**src/hw/rtl/fsgm_pkg.sv**
```systemverilog
// Package for the frame sequence gap monitor.
// Holds widths, event and register codes and the remainder unit status type.
// Depends on nothing; every other file of the block uses it.
package fsgm_pkg;

  localparam int unsigned FRAME_BITS = 24;
  localparam int unsigned FPS_W      = 25;
  localparam int unsigned THR_W      = 11;
  localparam int unsigned SEC_W      = 30;
  localparam int unsigned TOT_W      = 32;
  localparam int unsigned FC_W       = 48;
  localparam int unsigned CFG_W      = 25;
  localparam int unsigned SUM_W      = ((FRAME_BITS > FPS_W) ? FRAME_BITS : FPS_W) + 1;
  localparam int unsigned STEP_W     = $clog2(SUM_W);

  typedef enum logic [1:0] {
    EV_NONE = 2'd0,
    EV_GAP  = 2'd1,
    EV_FEW  = 2'd2,
    EV_MANY = 2'd3
  } event_e;

  typedef enum logic {
    CFG_FPS     = 1'b0,
    CFG_THREADS = 1'b1
  } cfg_idx_e;

  typedef struct packed {
    logic busy;
    logic done;
  } mod_status_t;

endpackage

```
**src/hw/rtl/fsgm_in_if.sv**
```systemverilog
// Request channel carrying one frame header.
// Depends on fsgm_pkg for the field widths.
interface fsgm_in_if;
  logic                             valid;
  logic                             ready;
  logic [fsgm_pkg::FRAME_BITS-1:0]  frame_number;
  logic [fsgm_pkg::SEC_W-1:0]       second_count;

  modport source (output valid, output frame_number, output second_count, input ready);
  modport sink   (input valid, input frame_number, input second_count, output ready);
endinterface

// Result channel carrying one classification and the running totals.
// Depends on fsgm_pkg for the field widths.
interface fsgm_out_if;
  logic                             valid;
  logic                             ready;
  logic [1:0]                       event_code;
  logic [fsgm_pkg::FRAME_BITS-1:0]  previous_frame;
  logic [fsgm_pkg::THR_W-1:0]       threads_seen;
  logic                             second_report;
  logic [fsgm_pkg::TOT_W-1:0]       gaps_total;
  logic [fsgm_pkg::TOT_W-1:0]       too_few_total;
  logic [fsgm_pkg::TOT_W-1:0]       too_many_total;
  logic [fsgm_pkg::FC_W-1:0]        frames_before;
  logic [fsgm_pkg::SEC_W-1:0]       duration_seconds;

  modport source (output valid, output event_code, output previous_frame, output threads_seen,
                  output second_report, output gaps_total, output too_few_total,
                  output too_many_total, output frames_before, output duration_seconds,
                  input ready);
  modport sink   (input valid, input event_code, input previous_frame, input threads_seen,
                  input second_report, input gaps_total, input too_few_total,
                  input too_many_total, input frames_before, input duration_seconds,
                  output ready);
endinterface

```
**src/hw/rtl/fsgm_mod_unit.sv**
```systemverilog
// Bit-serial restoring remainder unit: one dividend bit per cycle.
// Depends on fsgm_pkg for widths and the status struct.
module fsgm_mod_unit (
  input  logic                          clk_i,
  input  logic                          rst_ni,
  input  logic                          start_i,
  input  logic [fsgm_pkg::SUM_W-1:0]    dividend_i,
  input  logic [fsgm_pkg::FPS_W-1:0]    divisor_i,
  output logic [fsgm_pkg::FPS_W-1:0]    rem_o,
  output fsgm_pkg::mod_status_t         status_o
);
  import fsgm_pkg::*;

  localparam logic [STEP_W-1:0] LAST_STEP = STEP_W'(SUM_W - 1);

  logic [FPS_W-1:0]  rem_q, rem_d;
  logic [SUM_W-1:0]  dvd_q;
  logic [FPS_W-1:0]  dsr_q;
  logic [STEP_W-1:0] step_q;
  logic              busy_q, done_q;
  logic [FPS_W:0]    shifted;
  logic [FPS_W:0]    diff;

  always_comb begin
    shifted = {rem_q, dvd_q[SUM_W-1]};
    diff    = shifted - {1'b0, dsr_q};
    if (shifted >= {1'b0, dsr_q}) begin
      rem_d = diff[FPS_W-1:0];
    end else begin
      rem_d = shifted[FPS_W-1:0];
    end
  end

  always_ff @(posedge clk_i or negedge rst_ni) begin
    if (!rst_ni) begin
      busy_q <= 1'b0;
      done_q <= 1'b0;
      step_q <= '0;
    end else begin
      done_q <= 1'b0;
      if (start_i) begin
        busy_q <= 1'b1;
        step_q <= '0;
      end else if (busy_q) begin
        step_q <= step_q + 1'b1;
        if (step_q == LAST_STEP) begin
          busy_q <= 1'b0;
          done_q <= 1'b1;
        end
      end
    end
  end

  always_ff @(posedge clk_i) begin
    if (start_i) begin
      rem_q <= '0;
      dvd_q <= dividend_i;
      dsr_q <= divisor_i;
    end else if (busy_q) begin
      rem_q <= rem_d;
      dvd_q <= {dvd_q[SUM_W-2:0], 1'b0};
    end
  end

  assign rem_o         = rem_q;
  assign status_o.busy = busy_q;
  assign status_o.done = done_q;

endmodule

```
**src/hw/rtl/frame_sequence_gap_monitor.sv**
```systemverilog
// Top level of the frame sequence gap monitor: sequencer, state and result register.
// Depends on fsgm_pkg, fsgm_in_if, fsgm_out_if and fsgm_mod_unit.
//
//   channel   direction  handshake        payload
//   in_i      sink       valid / ready    frame_number, second_count
//   out_o     source     valid / ready    event_code ... duration_seconds
//   cfg       write      cfg_we_i         cfg_idx_i, cfg_data_i
//
// A header that changes a held frame number, with a nonzero frames_per_second
// and a nonnegative step, goes through S_CALC, where the remainder modulo
// frames_per_second is found one bit per cycle over 26 steps in the remainder
// unit. One header is in work at a time. Reset clears the sequencer, the
// counters and the held frame; frames_per_second and expected_threads reset
// to one. A stalled result holds in the output register while the next
// request is taken, and the sequencer waits before writing over it.
module frame_sequence_gap_monitor (
  input  logic                          clk_i,
  input  logic                          rst_ni,
  input  logic                          cfg_we_i,
  input  logic                          cfg_idx_i,
  input  logic [fsgm_pkg::CFG_W-1:0]    cfg_data_i,
  fsgm_in_if.sink                       in_i,
  fsgm_out_if.source                    out_o
);
  import fsgm_pkg::*;

  typedef enum logic [3:0] {
    S_IDLE = 4'b0001,
    S_PREP = 4'b0010,
    S_CALC = 4'b0100,
    S_DONE = 4'b1000
  } state_e;

  state_e state_q, state_d;

  logic [FPS_W-1:0]      fps_q;
  logic [THR_W-1:0]      exp_q;
  logic [FRAME_BITS-1:0] last_q;
  logic                  have_q;
  logic [THR_W-1:0]      thr_q;
  logic [SEC_W-1:0]      start_q;
  logic [TOT_W-1:0]      gap_cnt_q, few_cnt_q, many_cnt_q;
  logic [FC_W-1:0]       fc_q;
  logic [FRAME_BITS-1:0] frame_q;
  logic [SEC_W-1:0]      secs_q;
  logic                  use_mod_q;

  logic                  out_valid_q;
  event_e                ev_out_q;
  logic [FRAME_BITS-1:0] prev_out_q;
  logic [THR_W-1:0]      thr_out_q;
  logic                  rep_out_q;
  logic [FC_W-1:0]       fc_out_q;
  logic [SEC_W-1:0]      dur_out_q;

  logic [SUM_W-1:0]      sum;
  logic [SUM_W-1:0]      last_ext;
  logic                  neg;
  logic [SUM_W-1:0]      dividend;
  logic                  mod_start;
  logic [FPS_W-1:0]      rem;
  mod_status_t           mod_st;

  logic                  changed;
  logic                  is_gap;
  logic                  commit;
  event_e                ev;
  logic [THR_W-1:0]      thr_base;
  logic [SEC_W-1:0]      start_new;

  assign last_ext = SUM_W'(last_q);
  assign sum      = SUM_W'(frame_q) + SUM_W'(fps_q);
  assign neg      = sum < last_ext;
  assign dividend = sum - last_ext;
  assign changed  = !have_q || (frame_q != last_q);

  assign mod_start = state_q == S_PREP && use_mod_q && have_q && changed &&
                     fps_q != '0 && !neg;

  fsgm_mod_unit u_mod (
    .clk_i      (clk_i),
    .rst_ni     (rst_ni),
    .start_i    (mod_start),
    .dividend_i (dividend),
    .divisor_i  (fps_q),
    .rem_o      (rem),
    .status_o   (mod_st)
  );

  assign is_gap = (fps_q == '0) || neg || (rem != FPS_W'(1));
  assign commit = state_q == S_DONE && (!out_valid_q || out_o.ready);

  always_comb begin
    ev = EV_NONE;
    if (have_q && changed) begin
      priority if (is_gap) begin
        ev = EV_GAP;
      end else if (thr_q < exp_q) begin
        ev = EV_FEW;
      end else if (thr_q > exp_q) begin
        ev = EV_MANY;
      end else begin
        ev = EV_NONE;
      end
    end
    thr_base  = changed ? '0 : thr_q;
    start_new = have_q ? start_q : secs_q;
  end

  always_comb begin
    state_d = state_q;
    unique case (state_q)
      S_IDLE: begin
        if (in_i.valid) begin
          state_d = S_PREP;
        end
      end
      S_PREP: begin
        state_d = mod_start ? S_CALC : S_DONE;
      end
      S_CALC: begin
        if (mod_st.done) begin
          state_d = S_DONE;
        end
      end
      S_DONE: begin
        if (commit) begin
          state_d = S_IDLE;
        end
      end
      default: begin
        state_d = S_IDLE;
      end
    endcase
  end

  assign in_i.ready = state_q == S_IDLE;

  always_ff @(posedge clk_i or negedge rst_ni) begin
    if (!rst_ni) begin
      state_q     <= S_IDLE;
      fps_q       <= FPS_W'(1);
      exp_q       <= THR_W'(1);
      last_q      <= '0;
      have_q      <= 1'b0;
      thr_q       <= '0;
      start_q     <= '0;
      gap_cnt_q   <= '0;
      few_cnt_q   <= '0;
      many_cnt_q  <= '0;
      fc_q        <= '0;
      out_valid_q <= 1'b0;
    end else begin
      state_q <= state_d;
      if (cfg_we_i) begin
        unique case (cfg_idx_e'(cfg_idx_i))
          CFG_FPS:     fps_q <= cfg_data_i[FPS_W-1:0];
          CFG_THREADS: exp_q <= cfg_data_i[THR_W-1:0];
          default:     fps_q <= fps_q;
        endcase
      end
      if (commit) begin
        out_valid_q <= 1'b1;
        if (ev == EV_GAP && gap_cnt_q != '1) begin
          gap_cnt_q <= gap_cnt_q + 1'b1;
        end
        if (ev == EV_FEW && few_cnt_q != '1) begin
          few_cnt_q <= few_cnt_q + 1'b1;
        end
        if (ev == EV_MANY && many_cnt_q != '1) begin
          many_cnt_q <= many_cnt_q + 1'b1;
        end
        thr_q   <= (thr_base != '1) ? thr_base + 1'b1 : thr_base;
        fc_q    <= (fc_q != '1) ? fc_q + 1'b1 : fc_q;
        last_q  <= frame_q;
        have_q  <= 1'b1;
        start_q <= start_new;
      end else if (out_o.ready) begin
        out_valid_q <= 1'b0;
      end
    end
  end

  always_ff @(posedge clk_i) begin
    if (in_i.valid && in_i.ready) begin
      frame_q   <= in_i.frame_number;
      secs_q    <= in_i.second_count;
      use_mod_q <= 1'b0;
    end else if (state_q == S_PREP) begin
      use_mod_q <= 1'b0;
    end
    if (state_q == S_IDLE && in_i.valid) begin
      use_mod_q <= 1'b1;
    end
    if (commit) begin
      ev_out_q   <= ev;
      prev_out_q <= last_q;
      thr_out_q  <= thr_q;
      rep_out_q  <= changed && (!have_q || last_q > frame_q);
      fc_out_q   <= fc_q;
      dur_out_q  <= secs_q - start_new;
    end
  end

  assign out_o.valid            = out_valid_q;
  assign out_o.event_code       = ev_out_q;
  assign out_o.previous_frame   = prev_out_q;
  assign out_o.threads_seen     = thr_out_q;
  assign out_o.second_report    = rep_out_q;
  assign out_o.gaps_total       = gap_cnt_q;
  assign out_o.too_few_total    = few_cnt_q;
  assign out_o.too_many_total   = many_cnt_q;
  assign out_o.frames_before    = fc_out_q;
  assign out_o.duration_seconds = dur_out_q;

endmodule

```
**src/flat_wrapper.sv**
```systemverilog
// flat-port wrapper written by rule: the top's interface ports become plain ports
module frame_sequence_gap_monitor_flat import fsgm_pkg::*;
  (clk_i, rst_ni, cfg_we_i, cfg_idx_i, cfg_data_i, in_i_valid, in_i_frame_number, in_i_second_count, in_i_ready, out_o_valid, out_o_event_code, out_o_previous_frame, out_o_threads_seen, out_o_second_report, out_o_gaps_total, out_o_too_few_total, out_o_too_many_total, out_o_frames_before, out_o_duration_seconds, out_o_ready);
  fsgm_in_if in_i_i ();
  fsgm_out_if out_o_i ();
  input  logic clk_i;
  input  logic rst_ni;
  input  logic cfg_we_i;
  input  logic cfg_idx_i;
  input  logic [fsgm_pkg::CFG_W-1:0] cfg_data_i;
  input wire logic [$bits(in_i_i.valid)-1:0] in_i_valid;
  input wire logic [$bits(in_i_i.frame_number)-1:0] in_i_frame_number;
  input wire logic [$bits(in_i_i.second_count)-1:0] in_i_second_count;
  output wire logic [$bits(in_i_i.ready)-1:0] in_i_ready;
  output wire logic [$bits(out_o_i.valid)-1:0] out_o_valid;
  output wire logic [$bits(out_o_i.event_code)-1:0] out_o_event_code;
  output wire logic [$bits(out_o_i.previous_frame)-1:0] out_o_previous_frame;
  output wire logic [$bits(out_o_i.threads_seen)-1:0] out_o_threads_seen;
  output wire logic [$bits(out_o_i.second_report)-1:0] out_o_second_report;
  output wire logic [$bits(out_o_i.gaps_total)-1:0] out_o_gaps_total;
  output wire logic [$bits(out_o_i.too_few_total)-1:0] out_o_too_few_total;
  output wire logic [$bits(out_o_i.too_many_total)-1:0] out_o_too_many_total;
  output wire logic [$bits(out_o_i.frames_before)-1:0] out_o_frames_before;
  output wire logic [$bits(out_o_i.duration_seconds)-1:0] out_o_duration_seconds;
  input wire logic [$bits(out_o_i.ready)-1:0] out_o_ready;
  assign in_i_i.valid = in_i_valid;
  assign in_i_i.frame_number = in_i_frame_number;
  assign in_i_i.second_count = in_i_second_count;
  assign in_i_ready = in_i_i.ready;
  assign out_o_valid = out_o_i.valid;
  assign out_o_event_code = out_o_i.event_code;
  assign out_o_previous_frame = out_o_i.previous_frame;
  assign out_o_threads_seen = out_o_i.threads_seen;
  assign out_o_second_report = out_o_i.second_report;
  assign out_o_gaps_total = out_o_i.gaps_total;
  assign out_o_too_few_total = out_o_i.too_few_total;
  assign out_o_too_many_total = out_o_i.too_many_total;
  assign out_o_frames_before = out_o_i.frames_before;
  assign out_o_duration_seconds = out_o_i.duration_seconds;
  assign out_o_i.ready = out_o_ready;
  frame_sequence_gap_monitor u_core (.clk_i(clk_i), .rst_ni(rst_ni), .cfg_we_i(cfg_we_i), .cfg_idx_i(cfg_idx_i), .cfg_data_i(cfg_data_i), .in_i(in_i_i), .out_o(out_o_i));
endmodule
```
**config.mk**
```make
export PLATFORM = sky130hd
export DESIGN_NAME = frame_sequence_gap_monitor_flat
export DESIGN_NICKNAME = d
export VERILOG_FILES = /design/src/hw/rtl/fsgm_pkg.sv /design/src/hw/rtl/fsgm_in_if.sv /design/src/hw/rtl/fsgm_mod_unit.sv /design/src/hw/rtl/frame_sequence_gap_monitor.sv /design/src/flat_wrapper.sv
export SDC_FILE = /design/constraint.sdc
export NUM_CORES = 1
export LEC_CHECK = 0
export BUFFER_PORTS_ARGS = -buffer_cell sky130_fd_sc_hd__buf_2
export CORE_ASPECT_RATIO = 0.6
export CORE_MARGIN = 2
export CORE_UTILIZATION = 25
export CTS_CLUSTER_SIZE = 30
export DETAILED_ROUTE_END_ITERATION = 12
export SLEW_MARGIN = 20
export SYNTH_ARGS = -nofsm -noshare
export SYNTH_HDL_FRONTEND = slang
export SYNTH_HIERARCHICAL = 1
export SYNTH_SLANG_ARGS = --single-unit
```
**constraint.sdc**
```tcl
create_clock -name clk_i -period 7.74 [get_ports clk_i]
set_input_delay 1.161 -clock clk_i [delete_from_list [all_inputs] [get_ports clk_i]]
set_output_delay 1.161 -clock clk_i [all_outputs]
set_load 0.01 [all_outputs]
```
==> results.md <==
* Cells after DPL at 3961
* Area of the mapped netlist at 0.0260 mm2
* Root buffer cell: clkbuf_16
* Slew Limit Fails at 0
* HPWL after DPL at 54000 um
* Met2 Use GR at 0.182
* CTS tree: done
* Gr ovfl total at 0
* Worst clock skew at approximately 0.04 ns
* Row count at 91
* P&R area growth vs syn at 18.5%
* Slowest cell delay on critical path at 0.55 ns
* IO buf count at 298
* Slew HR at 0.249
* Slowest cell on the critical path: or4b_1
* Met1 usage at 0.203
* YS warnings at 6
* Fmax at approximately 150 MHz
* Crit share post-route at 0.882
* Reg power frac at 0.343
* Initial antenna violation count at 11
* Starting Density at 0.252
* Crit-path cells: ha_1 -> fa_1 -> a211oi_1 -> o21ai_1 -> a31o_2 -> a21oi_1 -> nor2b_1 -> o31ai_1 -> nand2b_1 -> a21oi_1 -> xnor2_1 -> ha_1 -> nand3_1 -> nor2_1 -> a22oi_1 -> o211ai_1 -> a221oi_2 -> o211ai_2 -> nand2_1 -> or4b_1 -> inv_2 -> buf_4 -> mux2_2
* P_sw at 4.34 mW
* Internal at just under 7 mW
* Vias in the first global route at around 17000
* Finished Layout Cells at 4054
* CTS Buf Count at 49
* Final setup fails at 0
* Die height at roughly 250 um
* Worst EP required at 8.11 ns
* CP max FO at 41
* Setup crit end kind: flop
* Worst hold path class: reg -> reg
* Routed wire per std cell at 17.9 um
* Post-cts sizing count at 0
* Global-route wire length before repair at 109000 um
* Setup TNS at 0 ns
* RSZ-0062 raised after global routing: no
* Die area at 0.107 mm2
* Final WS setup at around 0.9 ns
* Clk pwr share at 0.230
* Comb pwr share at 0.427
* # IOs at 299
* CP Launch Type: flop
* Design area at 0.0308 mm2
* Setup crit start: u_core/frame_q[0]
* Longest Clk Path Bufs at 3
* GRT busiest layer: met1
* Mapped Nets at 2544
* RePlAce Congestion at just under 0.9
* Post-CTS setup buffers at 0
* Clock Pin Slew Worst Setup and Hold Paths at 0.07 ns
* WHS at ~0.47 ns
* M3 GR Usage at 0.0398
* Initial DRC Count at about 1700
* Mapped Avg Cell Area at 11.2 um2
* Critical path class: reg -> reg
* TritonRoute pass-1 iters at 5
* Remaining DRCs at 0
* Via Count at ~19000
* Post-place setup slack at between 0.9 and 1 ns
* Nets at 2850
* Worst hold path startpoint: u_core/fc_q[5]
* Routed wire length at between 70000 and 80000 um
* Clock sinks at 505
* Sw Ratio at 0.386
* Syn Inst Count at 2311
* Max_cap viols at 0
* Core Region at 0.103 mm2
* Chip Width at between 400 and 500 um
* Post-placement cell area at 0.0291 mm2
* Status: finished, final reports clean
* Area occupied by multi-input gates at 0.0115 mm2
* Overall routing resource usage at 0.134
* Htree depth at 2
* Measured slew at the worst slew-check pin at between 1 and 1.5 ns
* Critical path arrival at a little over 7 ns
* Largest net degree at the start of global routing at 113
* Reg area at 0.0136 mm2
* Period minus WS final at 6.82 ns
* FILL cells at 10600
* # hold bufs at CTS at 0
* Worst VDD drop at roughly 0.17 mV
* Pwr per Cell Area at between 300 and 400 mW/mm2
* Worst skew pair latency at ~0.63 ns
* Antenna viol nets, final at 0
* Share of layout cells above drive strength 1 at 0.202
* P_leak at approximately 14 nW
* Vias per cell at 4.58
* Final hold vios at 0
* FF-to-FF Start: u_core/frame_q[0]
[per-stage QoR]
stage          utilization  power, mW
4_1_cts              0.299       11.3
6_report             0.299       11.3
5_1_grt              0.299       12.1
3_5_place_dp         0.282       8.62
3_3_place_gp         0.282       8.60
2_1_floorplan            -       7.42
[path summary, 6_finish.rpt]
check / endpoint / slack (ns) / depth (start not counted)
min in group asynchronous: u_core/fps_q[12] / 0.50 / 1
max in group asynchronous: u_core/out_o.gaps_total[19] / 5.75 / 2
max reg2reg: u_core/u_mod/dvd_q[17] / 0.92 / 23
min: u_core/out_o.frames_before[5] / 0.47 / 0
max: u_core/u_mod/dvd_q[17] / 0.92 / 23
min reg2reg: u_core/out_o.frames_before[5] / 0.47 / 0
[layer usage]
| metal | part of all wire | up-vias | wire, um |
|---|---|---|---|
| met5 | 0.00088 | - | 64 |
| li1 | - | 8980 | - |
| met1 | 0.49 | 8937 | 35900 |
| met4 | 0.020 | 10 | 1480 |
| met3 | 0.084 | 94 | 6120 |
| met2 | 0.40 | 554 | 29200 |
[registers in the layout (all words and copies together) (netlist names), 4 cells and up]
| register | count |
|---|---|
| u_core/frame_q | 24 |
| u_core/start_q | 30 |
| u_core/u_mod/dvd_q | 26 |
| u_core/u_mod/dsr_q | 25 |
| u_core/state_q | 4 |
| u_core/out_o.too_few_total | 32 |
| u_core/out_o.gaps_total | 32 |
| u_core/exp_q | 11 |
| u_core/fps_q | 25 |
| u_core/out_o.frames_before | 48 |
| u_core/u_mod/step_q | 5 |
| u_core/u_mod/rem_o | 25 |
| u_core/last_q | 24 |
| u_core/secs_q | 30 |
| u_core/out_o.previous_frame | 24 |
| u_core/out_o.duration_seconds | 30 |
| u_core/fc_q | 48 |
| u_core/out_o.too_many_total | 32 |
| u_core/out_o.threads_seen | 11 |
| u_core/thr_q | 11 |
[critical path, delay by kind of cell (launching register included)]
kind | cells | cell delay, ns
mux | 1 | 0.40
simple gates | 6 | 1.12
compound gates | 10 | 2.63
buf+inv | 2 | 0.80
fa+ha+maj | 3 | 1.08
flops | 1 | 0.42
xor+xnor | 1 | 0.10
[cells in the final DEF, fill, tap and decap left out, drive strengths merged, types with 34 or more instances in the layout]
cell and instances:
and3 38, inv 158, mux2i 42, nor4 34
nand4 48, mux2 67, nand3 77, a21oi 105
a21o 38, clkbuf 63, xnor2 137, dfrtp 255
edfxtp 221, nor3 64, o21ai 125, ha 144
nand2 187, nor2 130, xor2 94, buf 312
[power by group through the flow]
stage	Sequential (mW)	Combinational, mW	Clock [mW]
finish	3.86	4.81	2.59
global route	3.92	5.36	2.78
CTS	3.86	4.77	2.67
detailed placement	3.90	4.72	0
global placement	3.90	4.70	0
floorplan	3.75	3.67	0
[layout make-up]
class                           count  share of cell area
Antenna cell                        2            0.000163
Timing Repair Buffer              312              0.0522
Inverter                          150              0.0185
Clock inverter                     28              0.0108
Sequential cell                   505               0.442
Tap cell                         1395              0.0567
Multi-Input combinational cell   1599               0.375
Clock buffer                       63              0.0445
Power figures use the tool's default switching activity.
